<file path="config.mk">
export PLATFORM = sky130hd
export DESIGN_NAME = cau_step
export DESIGN_NICKNAME = d
export VERILOG_FILES = /design/src/rtl/core/cau_pkg.sv /design/src/rtl/core/cau_step.sv
export SDC_FILE = /design/constraint.sdc
export NUM_CORES = 1
export LEC_CHECK = 0
export ABC_CLOCK_PERIOD_IN_PS = 42100
export BUFFER_PORTS_ARGS = -buffer_cell sky130_fd_sc_hd__buf_2
export CAP_MARGIN = 20
export CORE_AREA = 2 2 182 184
export CTS_BUF_LIST = sky130_fd_sc_hd__clkbuf_8
export CTS_CLUSTER_SIZE = 25
export DETAILED_ROUTE_END_ITERATION = 12
export DIE_AREA = 0 0 184 186
export PLACE_DENSITY = 0.68
export SLEW_MARGIN = 25
export SYNTH_ARGS = -nofsm -noshare
export SYNTH_HDL_FRONTEND = slang
export SYNTH_SLANG_ARGS = --single-unit
</file>
<file path="constraint.sdc">
create_clock -name clock -period 42.1 [get_ports clock]
set_input_delay 8.42 -clock clock [delete_from_list [all_inputs] [get_ports clock]]
set_output_delay 8.42 -clock clock [all_outputs]
set_load 0.005 [all_outputs]
</file>
<file path="src/rtl/core/cau_pkg.sv">
`default_nettype none

package cau_pkg;

   // operand and result format
   localparam int unsigned Q_W    = 16;
   localparam int unsigned WIDE_W = 34;   // signed width that holds every raw result

   // divider lanes
   localparam int unsigned DEN_W = 32;            // b_re^2 + b_im^2
   localparam int unsigned REM_W = 40;            // |numerator| * 256
   localparam int unsigned QUO_W = 17;            // quotient bits kept before saturation
   localparam int unsigned CMP_W = DEN_W + QUO_W; // shifted divisor

   // square root lane
   localparam int unsigned SQ_W   = 32;
   localparam int unsigned ROOT_W = 16;
   localparam int unsigned SQT_W  = 34;

   // one step for the range check, then one per quotient bit
   localparam int unsigned STEPS = QUO_W + 1;

   localparam logic signed [WIDE_W-1:0] Q_MAX = 34'sd32767;
   localparam logic signed [WIDE_W-1:0] Q_MIN = -34'sd32768;

   typedef enum logic [2:0] {
      ACT_ADD = 3'd0,
      ACT_SUB = 3'd1,
      ACT_MUL = 3'd2,
      ACT_DIV = 3'd3,
      ACT_MAG = 3'd4
   } action_type;

   typedef struct packed {
      logic               valid;
      action_type         action;
      logic [Q_W-1:0]     fast_re;    // add, subtract, multiply results, saturated
      logic [Q_W-1:0]     fast_im;
      logic               fast_ovf;
      logic               dz;
      logic               neg_re;
      logic               neg_im;
      logic               pre_ovf_re;
      logic               pre_ovf_im;
      logic [REM_W-1:0]   r_re;
      logic [REM_W-1:0]   r_im;
      logic [QUO_W-1:0]   q_re;
      logic [QUO_W-1:0]   q_im;
      logic [DEN_W-1:0]   den;
      logic [SQ_W-1:0]    sq_rem;
      logic [ROOT_W-1:0]  root;
   } pipe_type;

   typedef struct packed {
      logic           ovf;
      logic [Q_W-1:0] val;
   } sat_type;

   function automatic sat_type sat16(input logic signed [WIDE_W-1:0] v);
      sat_type s;
      if (v > Q_MAX) begin
         s.ovf = 1'b1;
         s.val = Q_MAX[Q_W-1:0];
      end else if (v < Q_MIN) begin
         s.ovf = 1'b1;
         s.val = Q_MIN[Q_W-1:0];
      end else begin
         s.ovf = 1'b0;
         s.val = v[Q_W-1:0];
      end
      return s;
   endfunction

endpackage

`default_nettype wire

</file>
<file path="src/rtl/core/cau_step.sv">
`default_nettype none

module cau_step #(
   parameter int unsigned K = 0
) (
   input  wire logic              clock,
   input  wire logic              reset,
   input  wire logic              adv,
   input  wire cau_pkg::pipe_type pipe_in,
   output cau_pkg::pipe_type      pipe_out
);

   localparam int unsigned PAD_W = cau_pkg::CMP_W - cau_pkg::REM_W;

   cau_pkg::pipe_type stage_in, stage_ff;

   logic [cau_pkg::CMP_W-1:0]  den_sh;
   logic [cau_pkg::REM_W-1:0]  r_re_nx, r_im_nx;
   logic [cau_pkg::QUO_W-1:0]  q_re_nx, q_im_nx;
   logic                       pov_re_nx, pov_im_nx;
   logic [cau_pkg::SQ_W-1:0]   rem_nx;
   logic [cau_pkg::ROOT_W-1:0] root_nx;

   assign den_sh = {{cau_pkg::QUO_W{1'b0}}, pipe_in.den} << K;

   if (K == cau_pkg::QUO_W) begin : g_check
      // quotient would need more bits than kept: saturates
      assign pov_re_nx = {{PAD_W{1'b0}}, pipe_in.r_re} >= den_sh;
      assign pov_im_nx = {{PAD_W{1'b0}}, pipe_in.r_im} >= den_sh;
      assign r_re_nx   = pipe_in.r_re;
      assign r_im_nx   = pipe_in.r_im;
      assign q_re_nx   = pipe_in.q_re;
      assign q_im_nx   = pipe_in.q_im;
   end else begin : g_bit
      logic take_re, take_im;
      assign take_re   = {{PAD_W{1'b0}}, pipe_in.r_re} >= den_sh;
      assign take_im   = {{PAD_W{1'b0}}, pipe_in.r_im} >= den_sh;
      assign pov_re_nx = pipe_in.pre_ovf_re;
      assign pov_im_nx = pipe_in.pre_ovf_im;
      always_comb begin
         r_re_nx = pipe_in.r_re;
         r_im_nx = pipe_in.r_im;
         q_re_nx = pipe_in.q_re;
         q_im_nx = pipe_in.q_im;
         if (take_re) begin
            r_re_nx    = pipe_in.r_re - den_sh[cau_pkg::REM_W-1:0];
            q_re_nx[K] = 1'b1;
         end
         if (take_im) begin
            r_im_nx    = pipe_in.r_im - den_sh[cau_pkg::REM_W-1:0];
            q_im_nx[K] = 1'b1;
         end
      end
   end

   if (K < cau_pkg::ROOT_W) begin : g_root
      logic [cau_pkg::SQT_W-1:0] trial;
      logic                      fits;
      assign trial = ({{(cau_pkg::SQT_W - cau_pkg::ROOT_W){1'b0}}, pipe_in.root} << (K + 1))
                   | ({{(cau_pkg::SQT_W - 1){1'b0}}, 1'b1} << (2 * K));
      assign fits  = {2'b0, pipe_in.sq_rem} >= trial;
      always_comb begin
         rem_nx  = pipe_in.sq_rem;
         root_nx = pipe_in.root;
         if (fits) begin
            rem_nx     = pipe_in.sq_rem - trial[cau_pkg::SQ_W-1:0];
            root_nx[K] = 1'b1;
         end
      end
   end else begin : g_noroot
      assign rem_nx  = pipe_in.sq_rem;
      assign root_nx = pipe_in.root;
   end

   always_comb begin
      stage_in            = pipe_in;
      stage_in.r_re       = r_re_nx;
      stage_in.r_im       = r_im_nx;
      stage_in.q_re       = q_re_nx;
      stage_in.q_im       = q_im_nx;
      stage_in.pre_ovf_re = pov_re_nx;
      stage_in.pre_ovf_im = pov_im_nx;
      stage_in.sq_rem     = rem_nx;
      stage_in.root       = root_nx;
   end

   always_ff @(posedge clock) begin
      if (reset) begin
         stage_ff.valid <= 1'b0;
      end else if (adv) begin
         stage_ff <= stage_in;
      end
   end

   assign pipe_out = stage_ff;

endmodule

`default_nettype wire

</file>
==> flow_results.org <==
** Hold path
- The worst hold path was traced through 2 stages.
- For hold timing, the worst endpoint is pipe_out[235].
- Type of the tightest min-delay check :: register to register
- The worst hold path begins at pipe_out[235].

** Layout
- Leading cell type in the layout, fill and taps excluded :: buf_2
- Combined area of the multi-input logic cells :: 0.00561 mm²
- In the final layout, flip-flops and latches occupy 0.00708 mm².
- Number of nets in the final layout :: approximately 2000
- The register with the most flip-flops in the layout has 236 of them.
- Cells with a size suffix above 1 make up 34.2% of the layout.
- Fill count :: 2957
- Area delta synth->final :: 28.2%
- The top cell types in the final layout, fill and taps aside, are buf_2 (474), edfxtp_1 (235), nand2_1 (115), o21ai_0 (95), a21oi_1 (86).

** Critical path
- In this run the critical register-to-register path is captured at pipe_out[235].
- STA classifies the critical path startpoint as an input port.
- STA classifies the critical path endpoint as a register.
- For this run, the slowest stage of the critical path takes roughly 570 ps.
- Cells along the critical path :: buf_2, ha_1, fa_1, nand2b_1, a21oi_1, o21ai_0, o31ai_1, a41oi_1, o211a_2, buf_4, or4_1, nor3_1, xor2_1
- Setup slack on the worst reg-to-reg path comes out at 41510 ps.
- Cell type group with the largest total delay on the critical path :: compound AO/OA/AOI/OAI gates
- Together, buffers and inverters on the worst path number 2.
- Along the worst path, the maximum fanout reaches 39.
- In this run the critical register-to-register path is launched from pipe_out[235].
- Critical-path top delay cell :: or4_1
- At the worst endpoint, the required time is about 42000 ps.
- Counting cells, the worst reg-to-reg path comes to 2.
- Critical path type :: input port to register
- Data arrival time of the worst path :: 11990 ps

** Die
- During I/O placement, the number of pins put on the boundary was 475.
- Measured along the x axis, the die boundary spans 184 µm.
- From bottom edge to top edge, the die measures 186 µm.
- Placeable core region :: 0.0322 mm²
- Initial Util :: 40.7%
- Standard-cell row count :: 66
- Floorplan die area :: 0.0342 mm²

** GRT
- The number of antenna violations at the first check in global routing came to 18.
- Global routing used 23.8% of the available tracks.
- Summed over all layers, the global routing overflow is 0.
- Vias in the first global route :: 10800
- First-pass GRT wire length :: 61300 µm
- Entering global routing, the biggest net connects 75 pins.

** STA
- Static timing analysis puts the maximum clock frequency at 85.6 MHz.
- The hold violation total from the final report came to 0.
- Pins over their slew limit :: 0
- Setup violations remaining at the end of the flow were counted as 0.
- Min setup slack post-route :: 30420 ps
- For the final database, setup skew stands at 0 ps.
- TNS Setup :: 0 ps
- Final Critical Period :: 11680 ps
- Unrepaired setup endpoints after global routing :: no
- Measured against its own limit, the worst slew margin works out to 34.9%.
- Fraction of the cycle the final worst path needs :: 27.7%
- For the pin with the worst max-slew slack, the measured transition is 976 ps.

** Clocking
- After clock tree synthesis, the clock-pin slew on the worst setup and hold paths is approximately 60 ps.
- Cts bufs inserted :: 42
- Counting along the longest clock path gives a buffer depth of 3.
- Gates resized during post-CTS repair numbered 0.
- The later pin in the worst-skew pair is clocked with a latency of 560 ps.
- CTS sink count :: roughly 240
- After clock tree synthesis, the flow added hold-fix buffers numbering 0.
- The cell sitting at the root of the clock tree is a clkbuf_8.
- TritonCTS built the clock tree.
- Post-CTS Setup Repair Bufs :: 0
- The clock tree synthesis step divided the H-tree into 2 levels.

** Place
- Final GP Congestion :: 0.890
- Buffers added on ports :: roughly 470
- Hpwl dp :: 33900 µm
- Prior to clock tree synthesis, the placed netlist has a worst setup slack of 29870 ps.

** Drt
- Count of antenna-violating nets left after detailed routing :: 0
- DRC violations left :: 0
- The final route contains around 11000 vias.
- Starting DRC count in detailed routing :: 515
- Summed over all layers, the routed wires come to between 40000 and 50000 µm.
- Routed length per instance :: between 20 and 25 µm
- For this run, the detailed router's first-pass iteration total came to 5.
- After detailed routing, the number of vias per cell comes to 5.23.

** Power and ir drop
- The worst-case IR drop observed on VDD is 22.5 µV.
- Areal power density over the cells :: ~38 mW/mm²
- Reported leakage power :: 7.32 nW

** Logic synthesis
- Of the post-synthesis cell area, the part taken by muxes is 1.86%.
- Commonest register cell after synthesis :: edfxtp_1
- Dominant combinational cell family by area after synthesis :: compound AO/OA/AOI/OAI gates
- Of all flip-flops after synthesis, the portion carrying an async set or reset was 0%.
- Unique masters post-synth :: 67
- Synthesis produced a netlist with a net count of 1486.
- Summing the areas of all fa, ha and maj instances in the mapped netlist gives 8.19% of the synthesized area.
- Synth Area in Simple Gates :: 10.4%
- For this run, the register share of the synthesized area comes to 54.0%.
- Count of flip-flops with a built-in enable after synthesis :: 235
- Of the total synthesized cell area, the portion taken by XOR and XNOR cells is 6.95%.
- In this run the cell area of the synthesized design comes to 0.0131 mm².
- Counting flops and latches in the post-synthesis netlist gives 236.
- For this run, the number of Yosys warnings is 0.
- Average cell area after synthesis :: 11.3 µm²
- Counting every instance in the synthesized netlist gives 1163.
- Summing the areas of all compound-gate instances in the mapped netlist gives 15.3% of the synthesized area.

** Run
- Across the run, the number of max-cap violations was 0.

** Outcome
- Result of the run :: finished clean
## worst register-to-register path: stages (launching register included)
cell and delay, ps:
dfxtp_1 310, mux2i_1 130, nor2_1 50
## layer usage
layer  part of all wire, %  vias to the layer above  routed length [µm]  global-route usage, %
li1                      -                     5323                   -                      -
met2                    50                      379               21400                   42.7
met5                  0.25                        -                 105                      0
met3                   7.9                       85                3370                   7.18
met1                    39                     5182               16700                   26.7
met4                   2.8                       16                1180                   8.42
## final cells by class
| cell class | count | share of cell area [%] |
|---|---|---|
| well taps | 408 | 3.04 |
| inverters | 78 | 1.74 |
| clock inverters | 33 | 1.59 |
| diodes | 9 | 0.134 |
| flip-flops and latches | 236 | 42.1 |
| multi-input cells | 812 | 33.4 |
| clock buffers | 42 | 3.44 |
| repair buffers | 481 | 14.5 |
## metrics by stage
stage	cells	utilization, %	cell area [µm²]	power (mW)	hold slack [ps]
3_5_place_dp	2014	49.4	15900	0.427	490
5_1_grt	2096	52.2	16800	0.677	540
6_report	2099	52.2	16800	0.646	503
3_3_place_gp	2014	49.4	15900	0.425	474
4_1_cts	2089	52.0	16800	0.653	505
2_1_floorplan	1163	-	13100	0.373	485
## how the worst max path moves through the flow
stage	start	to	slack (ps)	depth (start not counted)
2_1_floorplan	reset	pipe_out[0]	22420	1
3_3_place_gp	pipe_in[48]	pipe_out[192]	29980	13
5_1_grt	pipe_in[48]	pipe_out[192]	30160	13
3_5_place_dp	pipe_in[48]	pipe_out[192]	29870	13
6_report	pipe_in[48]	pipe_out[192]	30420	13
4_1_cts	pipe_in[48]	pipe_out[192]	30500	13
## Yosys cell counts (3+ instances only)
cell	instances	area share [%]
and3_1	7	0.33
o211ai_1	4	0.23
or2_2	3	0.14
mux2i_1	3	0.23
nand2b_1	20	0.95
nor4_1	5	0.24
a31o_2	3	0.20
a2111oi_0	3	0.20
a41oi_1	6	0.40
a21o_1	39	2.2
fa_1	3	0.46
xor2_1	56	3.7
inv_1	78	2.2
or4_1	5	0.29
a21oi_1	86	3.3
o21a_1	3	0.17
a31oi_1	8	0.38
o21bai_1	18	1.0
or3_1	9	0.43
clkbuf_1	32	0.92
o21ai_0	95	3.6
ha_1	81	7.7
xnor2_1	48	3.2
nand3_1	15	0.57
o2111ai_1	4	0.27
o31ai_1	6	0.34
nand2_1	115	3.3
a211oi_1	8	0.46
and2_1	6	0.29
nand4_1	14	0.67
a21boi_0	5	0.29
nor2b_1	5	0.24
nor3_1	21	0.80
mux2_2	19	1.6
nor2_1	51	1.5
a221o_1	5	0.38
edfxtp_1	235	54
## logic make-up (layout without fill, tap and decap cells)
group / after synthesis / count (layout)
flops: 236 / 236
simple gates: 284 / 284
compound gates: 318 / 318
buf+inv: 115 / 634
fa+ha+maj: 84 / 84
other cells: 0 / 9
xor+xnor: 104 / 104
mux: 22 / 22
## power by group
part | switching, mW | internal [mW] | total [mW]
Clock | 0.103 | 0.120 | 0.222
Combinational | 0.0762 | 0.0572 | 0.133
Sequential | 0.00526 | 0.285 | 0.290
Total | 0.184 | 0.461 | 0.646
Power figures use the tool's default switching activity.
