--- config.mk ---
export PLATFORM = sky130hd
export DESIGN_NAME = cau_back
export DESIGN_NICKNAME = d
export VERILOG_FILES = /design/src/rtl/core/cau_pkg.sv /design/src/rtl/core/cau_back.sv
export SDC_FILE = /design/constraint.sdc
export NUM_CORES = 1
export LEC_CHECK = 0
export ABC_AREA = 1
export BUFFER_PORTS_ARGS = -buffer_cell sky130_fd_sc_hd__buf_4
export CORE_AREA = 2 2 105 107
export CTS_BUF_LIST = sky130_fd_sc_hd__clkbuf_16
export CTS_CLUSTER_DIAMETER = 50
export CTS_CLUSTER_SIZE = 12
export DETAILED_ROUTE_END_ITERATION = 8
export DIE_AREA = 0 0 107 109
export GPL_TIMING_DRIVEN = 0
export SYNTH_ARGS = -nofsm -noshare
export SYNTH_HDL_FRONTEND = slang
export SYNTH_SLANG_ARGS = --single-unit
export TNS_END_PERCENT = 50
--- constraint.sdc ---
create_clock -name clock -period 4.2 [get_ports clock]
set_clock_uncertainty 0.1 [all_clocks]
set_input_delay 0.84 -clock clock [delete_from_list [all_inputs] [get_ports clock]]
set_output_delay 0.84 -clock clock [all_outputs]
set_load 0.02 [all_outputs]
--- src/rtl/core/cau_pkg.sv ---
`default_nettype none

package cau_pkg;

   // operand and result format
   localparam int unsigned Q_W    = 16;
   localparam int unsigned WIDE_W = 34;   // signed width that holds every raw result

   // divider lanes
   localparam int unsigned DEN_W = 32;            // b_re^2 + b_im^2
   localparam int unsigned REM_W = 40;            // |numerator| * 256
   localparam int unsigned QUO_W = 17;            // quotient bits kept before saturation
   localparam int unsigned CMP_W = DEN_W + QUO_W; // shifted divisor

   // square root lane
   localparam int unsigned SQ_W   = 32;
   localparam int unsigned ROOT_W = 16;
   localparam int unsigned SQT_W  = 34;

   // one step for the range check, then one per quotient bit
   localparam int unsigned STEPS = QUO_W + 1;

   localparam logic signed [WIDE_W-1:0] Q_MAX = 34'sd32767;
   localparam logic signed [WIDE_W-1:0] Q_MIN = -34'sd32768;

   typedef enum logic [2:0] {
      ACT_ADD = 3'd0,
      ACT_SUB = 3'd1,
      ACT_MUL = 3'd2,
      ACT_DIV = 3'd3,
      ACT_MAG = 3'd4
   } action_type;

   typedef struct packed {
      logic               valid;
      action_type         action;
      logic [Q_W-1:0]     fast_re;    // add, subtract, multiply results, saturated
      logic [Q_W-1:0]     fast_im;
      logic               fast_ovf;
      logic               dz;
      logic               neg_re;
      logic               neg_im;
      logic               pre_ovf_re;
      logic               pre_ovf_im;
      logic [REM_W-1:0]   r_re;
      logic [REM_W-1:0]   r_im;
      logic [QUO_W-1:0]   q_re;
      logic [QUO_W-1:0]   q_im;
      logic [DEN_W-1:0]   den;
      logic [SQ_W-1:0]    sq_rem;
      logic [ROOT_W-1:0]  root;
   } pipe_type;

   typedef struct packed {
      logic           ovf;
      logic [Q_W-1:0] val;
   } sat_type;

   function automatic sat_type sat16(input logic signed [WIDE_W-1:0] v);
      sat_type s;
      if (v > Q_MAX) begin
         s.ovf = 1'b1;
         s.val = Q_MAX[Q_W-1:0];
      end else if (v < Q_MIN) begin
         s.ovf = 1'b1;
         s.val = Q_MIN[Q_W-1:0];
      end else begin
         s.ovf = 1'b0;
         s.val = v[Q_W-1:0];
      end
      return s;
   endfunction

endpackage

`default_nettype wire

--- src/rtl/core/cau_back.sv ---
`default_nettype none

module cau_back (
   input  wire logic              clock,
   input  wire logic              reset,
   input  wire logic              adv,
   input  wire cau_pkg::pipe_type pipe_in,
   output logic                   out_valid,
   output logic [15:0]            res_re,
   output logic [15:0]            res_im,
   output logic                   overflow,
   output logic                   div_zero
);

   logic               valid_ff, valid_in;
   logic [15:0]        res_re_ff, res_re_in, res_im_ff, res_im_in;
   logic               ovf_ff, ovf_in, dz_ff, dz_in;
   logic signed [33:0] qv_re, qv_im;
   cau_pkg::sat_type   d_re, d_im, m_re;

   always_comb begin
      qv_re = pipe_in.neg_re ? -34'(pipe_in.q_re) : 34'(pipe_in.q_re);
      qv_im = pipe_in.neg_im ? -34'(pipe_in.q_im) : 34'(pipe_in.q_im);
      d_re  = cau_pkg::sat16(qv_re);
      d_im  = cau_pkg::sat16(qv_im);
      if (pipe_in.pre_ovf_re) begin
         d_re.ovf = 1'b1;
         d_re.val = pipe_in.neg_re ? cau_pkg::Q_MIN[15:0] : cau_pkg::Q_MAX[15:0];
      end
      if (pipe_in.pre_ovf_im) begin
         d_im.ovf = 1'b1;
         d_im.val = pipe_in.neg_im ? cau_pkg::Q_MIN[15:0] : cau_pkg::Q_MAX[15:0];
      end
      m_re = cau_pkg::sat16(34'(pipe_in.root));

      valid_in = pipe_in.valid;
      dz_in    = pipe_in.dz;
      case (pipe_in.action)
         cau_pkg::ACT_DIV: begin
            if (pipe_in.dz) begin
               res_re_in = '0;
               res_im_in = '0;
               ovf_in    = 1'b0;
            end else begin
               res_re_in = d_re.val;
               res_im_in = d_im.val;
               ovf_in    = d_re.ovf | d_im.ovf;
            end
         end
         cau_pkg::ACT_MAG: begin
            res_re_in = m_re.val;
            res_im_in = '0;
            ovf_in    = m_re.ovf;
         end
         default: begin
            // add, subtract, multiply finished up front; unused codes carry zeros
            res_re_in = pipe_in.fast_re;
            res_im_in = pipe_in.fast_im;
            ovf_in    = pipe_in.fast_ovf;
         end
      endcase
   end

   always_ff @(posedge clock) begin
      if (reset) begin
         valid_ff <= 1'b0;
      end else if (adv) begin
         valid_ff <= valid_in;
      end
   end

   always_ff @(posedge clock) begin
      if (adv) begin
         res_re_ff <= res_re_in;
         res_im_ff <= res_im_in;
         ovf_ff    <= ovf_in;
         dz_ff     <= dz_in;
      end
   end

   assign out_valid = valid_ff;
   assign res_re    = res_re_ff;
   assign res_im    = res_im_ff;
   assign overflow  = ovf_ff;
   assign div_zero  = dz_ff;

endmodule

`default_nettype wire

==> run metrics, run 1 <==
clk sinks=35; most common cell after layout, fill and taps aside=nand2_1; final wirelength=10200 µm; # Max-Cap Violations=0; worst-skew pair later-pin latency=0.27 ns; initial antenna violation count=0; Worst EP arrival=3.51 ns; P&R area growth vs syn=43.1%; worst path required time=4.12 ns; DRT iter0 DRCs=157; P_leak=2.01 nW; layout cell share with drive strength beyond 1=28.5%; CTS tree=done; Fillers=1123; Startpoint Class=primary input; setup bufs post-CTS=0; Tightest Hold Check Type=reg -> reg; H-Tree Depth=2; Final setup viols=0; area occupied by multi-input gates=0.00170 mm²; post-layout minimum cycle time=3.58 ns; Synth Area in Simple Gates=38.7%; Detail Route Antenna Nets=0; number of global-route vias before repair=3085; Die H=109 µm; Via density=4.56; most frequent cells in the layout=nand2_1, buf_4, nor2_1, nand3_1, edfxtp_1; Crit Path Category=in -> reg; period utilization=85.3%; Seq. cell area=0.00104 mm²; Final GP Congestion=0.918; Mapped Nets=669; crit-path max FO=10; CTS resizes=0; Initial DRT Pass Iterations=5; Cell Pwr Density=272 mW/mm²; largest family of logic cells by synthesized area=simple AND/OR/NAND/NOR gates; Hold Path Origin=out_valid; WHS=0.403 ns; largest net degree at the start of global routing=36; Compound-Gate Fraction of Synth Area=9.08%; netlist area before placement=0.00295 mm²; Setup crit start=pipe_in[81]; Synth Area in Adders=1.70%; Final TNS setup=0 ns; sequential share of the synthesized area=35.3%; synth warn=0; max_slew headroom=15.0%; mux cell area share after synthesis=0.339%; first-pass GRT wire length=15600 µm; total core area=0.0106 mm²; synthesized instance count=426; Die Wd=107 µm; Worst-Margin Slew=1.27 ns; gr ovfl total=0; std cell rows=38; cts hold-fix bufs=0; Post-layout nets=804; total clock buffers created by CTS=5; DR DRC count=0; Vias=3200; crit path capture type=flop; RSZ-0062 raised after global routing=no; Antenna Cells=0; number of placed I/O pins=274; xor/xnor cell area share of the yosys netlist=7.72%; die area=0.0117 mm²; final hold vios=0; number of port buffers=128; wire per inst=14.5 µm; Mean Syn Cell Area=6.92 µm²; Starting Density=27.8%; CTS root buf=clkbuf_16; Post-DP HPWL=8290 µm; Pins Over Slew Limit=0; register bit total from synthesis=35; GRT Total Usage=17.5%; Yosys cell types=35; Reg clk slew, reported paths=0.06 ns; worst IR drop on VDD=0.000159 V; R2R Path Start=out_valid; CTS Buffer Depth=2; outcome=complete, no violations; Fmax=279 MHz
==> final timing paths <==
check                    to  slack [ns]  depth (start not counted)
hold / removal    out_valid        0.40                          2
setup / recovery  res_im[0]        0.62                         19
setup reg to reg  out_valid        3.52                          2
hold reg to reg   out_valid        0.40                          2
==> layer usage <==
layer / track usage (%) / share of wire (%) / vias up
met5: 0 / 0 / -
met4: 3.53 / 0.48 / 0
met3: 5.50 / 9.0 / 2
met2: 25.5 / 42 / 112
met1: 25.3 / 49 / 1434
li1: - / - / 1652
==> report_power, final <==
| group | internal, mW | leakage (nW) | switching, mW |
|---|---|---|---|
| clock | 0.214 | 0.0701 | 0.140 |
| combinational | 0.158 | 1.60 | 0.201 |
| sequential | 0.424 | 0.340 | 0.0117 |
| total | 0.796 | 2.01 | 0.353 |
==> kinds of logic after synthesis <==
kind of cell,after synthesis
simple gates,269
buf+inv,46
compound gates,45
flops,35
xor+xnor,26
fa+ha+maj,4
mux,1
==> cell usage after synthesis (all sizes together) <==
cell	count	area, µm²
nor2	49	206
inv	30	115
nand2	170	671
a31oi	3	18.8
or2	1	6.26
buf	8	67.6
mux2i	1	10.0
dfxtp	1	20.0
o21ai	26	130
a22o	1	8.76
a21oi	10	61.3
nor3	3	20.0
o211ai	2	15.0
nand3	43	215
o21bai	2	26.3
xor2	21	184
clkbuf	8	30.0
o31ai	1	7.51
nand4	1	6.26
edfxtp	34	1020
nand3b	2	15.0
xnor2	5	43.8
ha	4	50.1
==> layout make-up <==
class                      instances  share of cell area (%)
buffer                            16                    2.31
clock buffer                       5                    2.96
clock inverter                     3                   0.267
inverter                          30                    2.73
multi-input combinational        345                    40.2
sequential                        35                    24.7
tap                              140                    4.15
timing repair buffer             128                    22.8
==> worst max-delay path, cell delays in order <==
cell	delay, ns
buf_4	0.11
inv_1	0.10
ha_1	0.17
inv_1	0.06
nor3_2	0.23
inv_1	0.07
nor2_1	0.21
nand4_1	0.16
nor3_1	0.18
ha_1	0.27
o21ai_0	0.15
o21ai_0	0.10
a21oi_1	0.18
nand2_2	0.10
a21oi_4	0.21
buf_6	0.16
nand2_1	0.05
nand2_1	0.08
nand2_1	0.07
==> metrics by stage <==
| step | setup slack (ns) | power (mW) | instances | util [%] | instance area, µm² |
|---|---|---|---|---|---|
| 2_1_floorplan | 0.946 | 0.622 | 426 | - | 2950 |
| 3_3_place_gp | 0.450 | 0.802 | 694 | 38.5 | 4090 |
| 3_5_place_dp | 0.399 | 0.803 | 694 | 38.5 | 4090 |
| 4_1_cts | 0.676 | 1.17 | 702 | 39.8 | 4220 |
| 5_1_grt | 0.295 | 1.22 | 702 | 39.8 | 4220 |
| 6_report | 0.616 | 1.15 | 702 | 39.8 | 4220 |
==> state kept, by name, summed over array words and instances (netlist names) <==
| signal | cells |
|---|---|
| div_zero | 1 |
| res_im | 16 |
| res_re | 16 |
| out_valid | 1 |
| overflow | 1 |
Note: power is estimated with default switching activity, not from simulation.
==> run 2: changes to the inputs <==
--- a/config.mk
+++ b/config.mk
@@ -14,6 +14,7 @@
 export DETAILED_ROUTE_END_ITERATION = 8
 export DIE_AREA = 0 0 107 109
 export GPL_TIMING_DRIVEN = 0
+export REMOVE_ABC_BUFFERS = 1
 export SYNTH_ARGS = -nofsm -noshare
 export SYNTH_HDL_FRONTEND = slang
 export SYNTH_SLANG_ARGS = --single-unit
==> run 2 against run 1 <==
  * Final area down 2.0%
  * Largest power group unchanged
  * Sequential share of layout area up 0.50 points
  * Via count down 4.8%
  * Global-route usage down 2.0 points
  * Highest routed layer unchanged
==> run metrics, run 2 (same netlist as run 1, synthesis figures left out) <==
Startpoint Class=primary input; CP max-delay cell=a21oi_4; first-pass GRT wire length=14000 µm; Fillers=1154; Worst-Margin Slew=1.07 ns; wire per inst=13.5 µm; setup bufs post-CTS=0; Die Wd=107 µm; worst path required time=4.11 ns; total core area=0.0106 mm²; RSZ-0062 raised after global routing=no; total clock buffers created by CTS=5; CTS tree=done; CTS resizes=0; R2R cell count=2; Final GP Congestion=0.868; Crit path max-delay family=simple AND/OR/NAND/NOR gates; most frequent cells in the layout=nand2_1, buf_4, nor2_1, nand3_1, edfxtp_1; P&R area growth vs syn=40.3%; Seq. cell area=0.00104 mm²; crit-path max FO=15; hold endpoint=out_valid; Fmax=283 MHz; H-Tree Depth=2; Post-layout nets=789; worst-skew pair later-pin latency=0.27 ns; clock network fraction of design power=31.0%; P_leak=1.97 nW; DR DRC count=0; Worst EP arrival=3.44 ns; Pins Over Slew Limit=0; GRT Total Usage=15.5%; std cell rows=38; final hold vios=0; largest net degree at the start of global routing=36; Via density=4.43; worst stage delay on the critical path=0.31 ns; WHS=0.407 ns; clk sinks=35; crit-path cells=buf_4 -> inv_1 -> ha_1 -> inv_1 -> nor3_2 -> inv_1 -> nor2_1 -> nand4_1 -> nor3_1 -> ha_1 -> o21ai_0 -> o21ai_0 -> a21oi_1 -> nand2_2 -> a21oi_4 -> nand2_1 -> nand2_1 -> nand2_1; sw frac=29.8%; Starting Density=27.8%; area occupied by multi-input gates=0.00170 mm²; worst IR drop on VDD=0.000119 V; Hold Path Depth=2; most common cell after layout, fill and taps aside=nand2_1; Final TNS setup=0 ns; R2R Path Start=out_valid; NetSw=335 µW; die area=0.0117 mm²; CTS root buf=clkbuf_16; Initial DRT Pass Iterations=4; post-layout minimum cycle time=3.53 ns; final wirelength=9260 µm; cts hold-fix bufs=0; period utilization=84.0%; sequential share of power=38.6%; max_slew headroom=28.5%; Logic pwr share=30.5%; Post-DP HPWL=7500 µm; # Max-Cap Violations=0; Final setup viols=0; number of placed I/O pins=274; gr ovfl total=0; reg-to-reg slack, setup=3.50 ns; Antenna Cells=0; Crit Path Category=in -> reg; WP buf/inv=4; initial antenna violation count=0; Die H=109 µm; Power Total=1.12 mW; number of global-route vias before repair=2824; crit path capture type=flop; Cell Pwr Density=272 mW/mm²; outcome=complete, no violations; Vias=3046; number of port buffers=129; Reg clk slew, reported paths=0.05 ns; CTS Buffer Depth=2; Tightest Hold Check Type=reg -> reg; layout cell share with drive strength beyond 1=28.3%; DRT iter0 DRCs=140; Detail Route Antenna Nets=0; Hold Path Origin=out_valid; Reg-to-Reg End=out_valid; Internal=790 µW
==> run 2: cell type report <==
| cell class | count | area share, % |
|---|---|---|
| Inverter | 30 | 2.78 |
| Multi-Input combinational cell | 345 | 41.1 |
| Clock inverter | 3 | 0.302 |
| Tap cell | 140 | 4.23 |
| Clock buffer | 5 | 3.02 |
| Sequential cell | 35 | 25.2 |
| Timing Repair Buffer | 129 | 23.4 |
==> run 2: worst register-to-register path, stage by stage, from the launching register on <==
cell	delay, ns
dfxtp_1	0.30
mux2i_1	0.14
nor2_1	0.05
==> run 2: routing by layer <==
metal,global-route usage [%],share of wire (%)
met5,0,0
met4,4.82,2.1
met3,2.09,5.0
met2,22.3,42
met1,23.7,51
==> run 2: power by group through the flow <==
stage	registers (mW)	logic (mW)	clock network [mW]
after floorplan	0.484	0.125	0
after global placement	0.440	0.342	0
after detailed placement	0.441	0.344	0
after CTS	0.434	0.345	0.362
after global routing	0.437	0.379	0.374
final	0.434	0.343	0.348
==> run 2: how the worst max path moves through the flow <==
stage | from | end | slack, ns | cells after the start
3_5_place_dp | pipe_in[81] | res_im[1] | 0.41 | 18
6_report | pipe_in[81] | res_im[1] | 0.67 | 18
3_3_place_gp | pipe_in[81] | res_im[8] | 0.44 | 18
4_1_cts | pipe_in[81] | res_im[1] | 0.69 | 18
2_1_floorplan | pipe_in[81] | res_im[12] | 0.94 | 17
5_1_grt | pipe_in[81] | res_im[6] | 0.38 | 18
==> run 2: metrics by stage <==
stage | util, % | setup slack, ns | cells | cell area, µm²
final | 39.0 | 0.670 | 687 | 4140
after global routing | 39.0 | 0.384 | 687 | 4140
after CTS | 39.0 | 0.695 | 687 | 4140
after detailed placement | 37.7 | 0.408 | 679 | 4000
after global placement | 37.7 | 0.443 | 679 | 4000
after floorplan | - | 0.940 | 410 | 2850
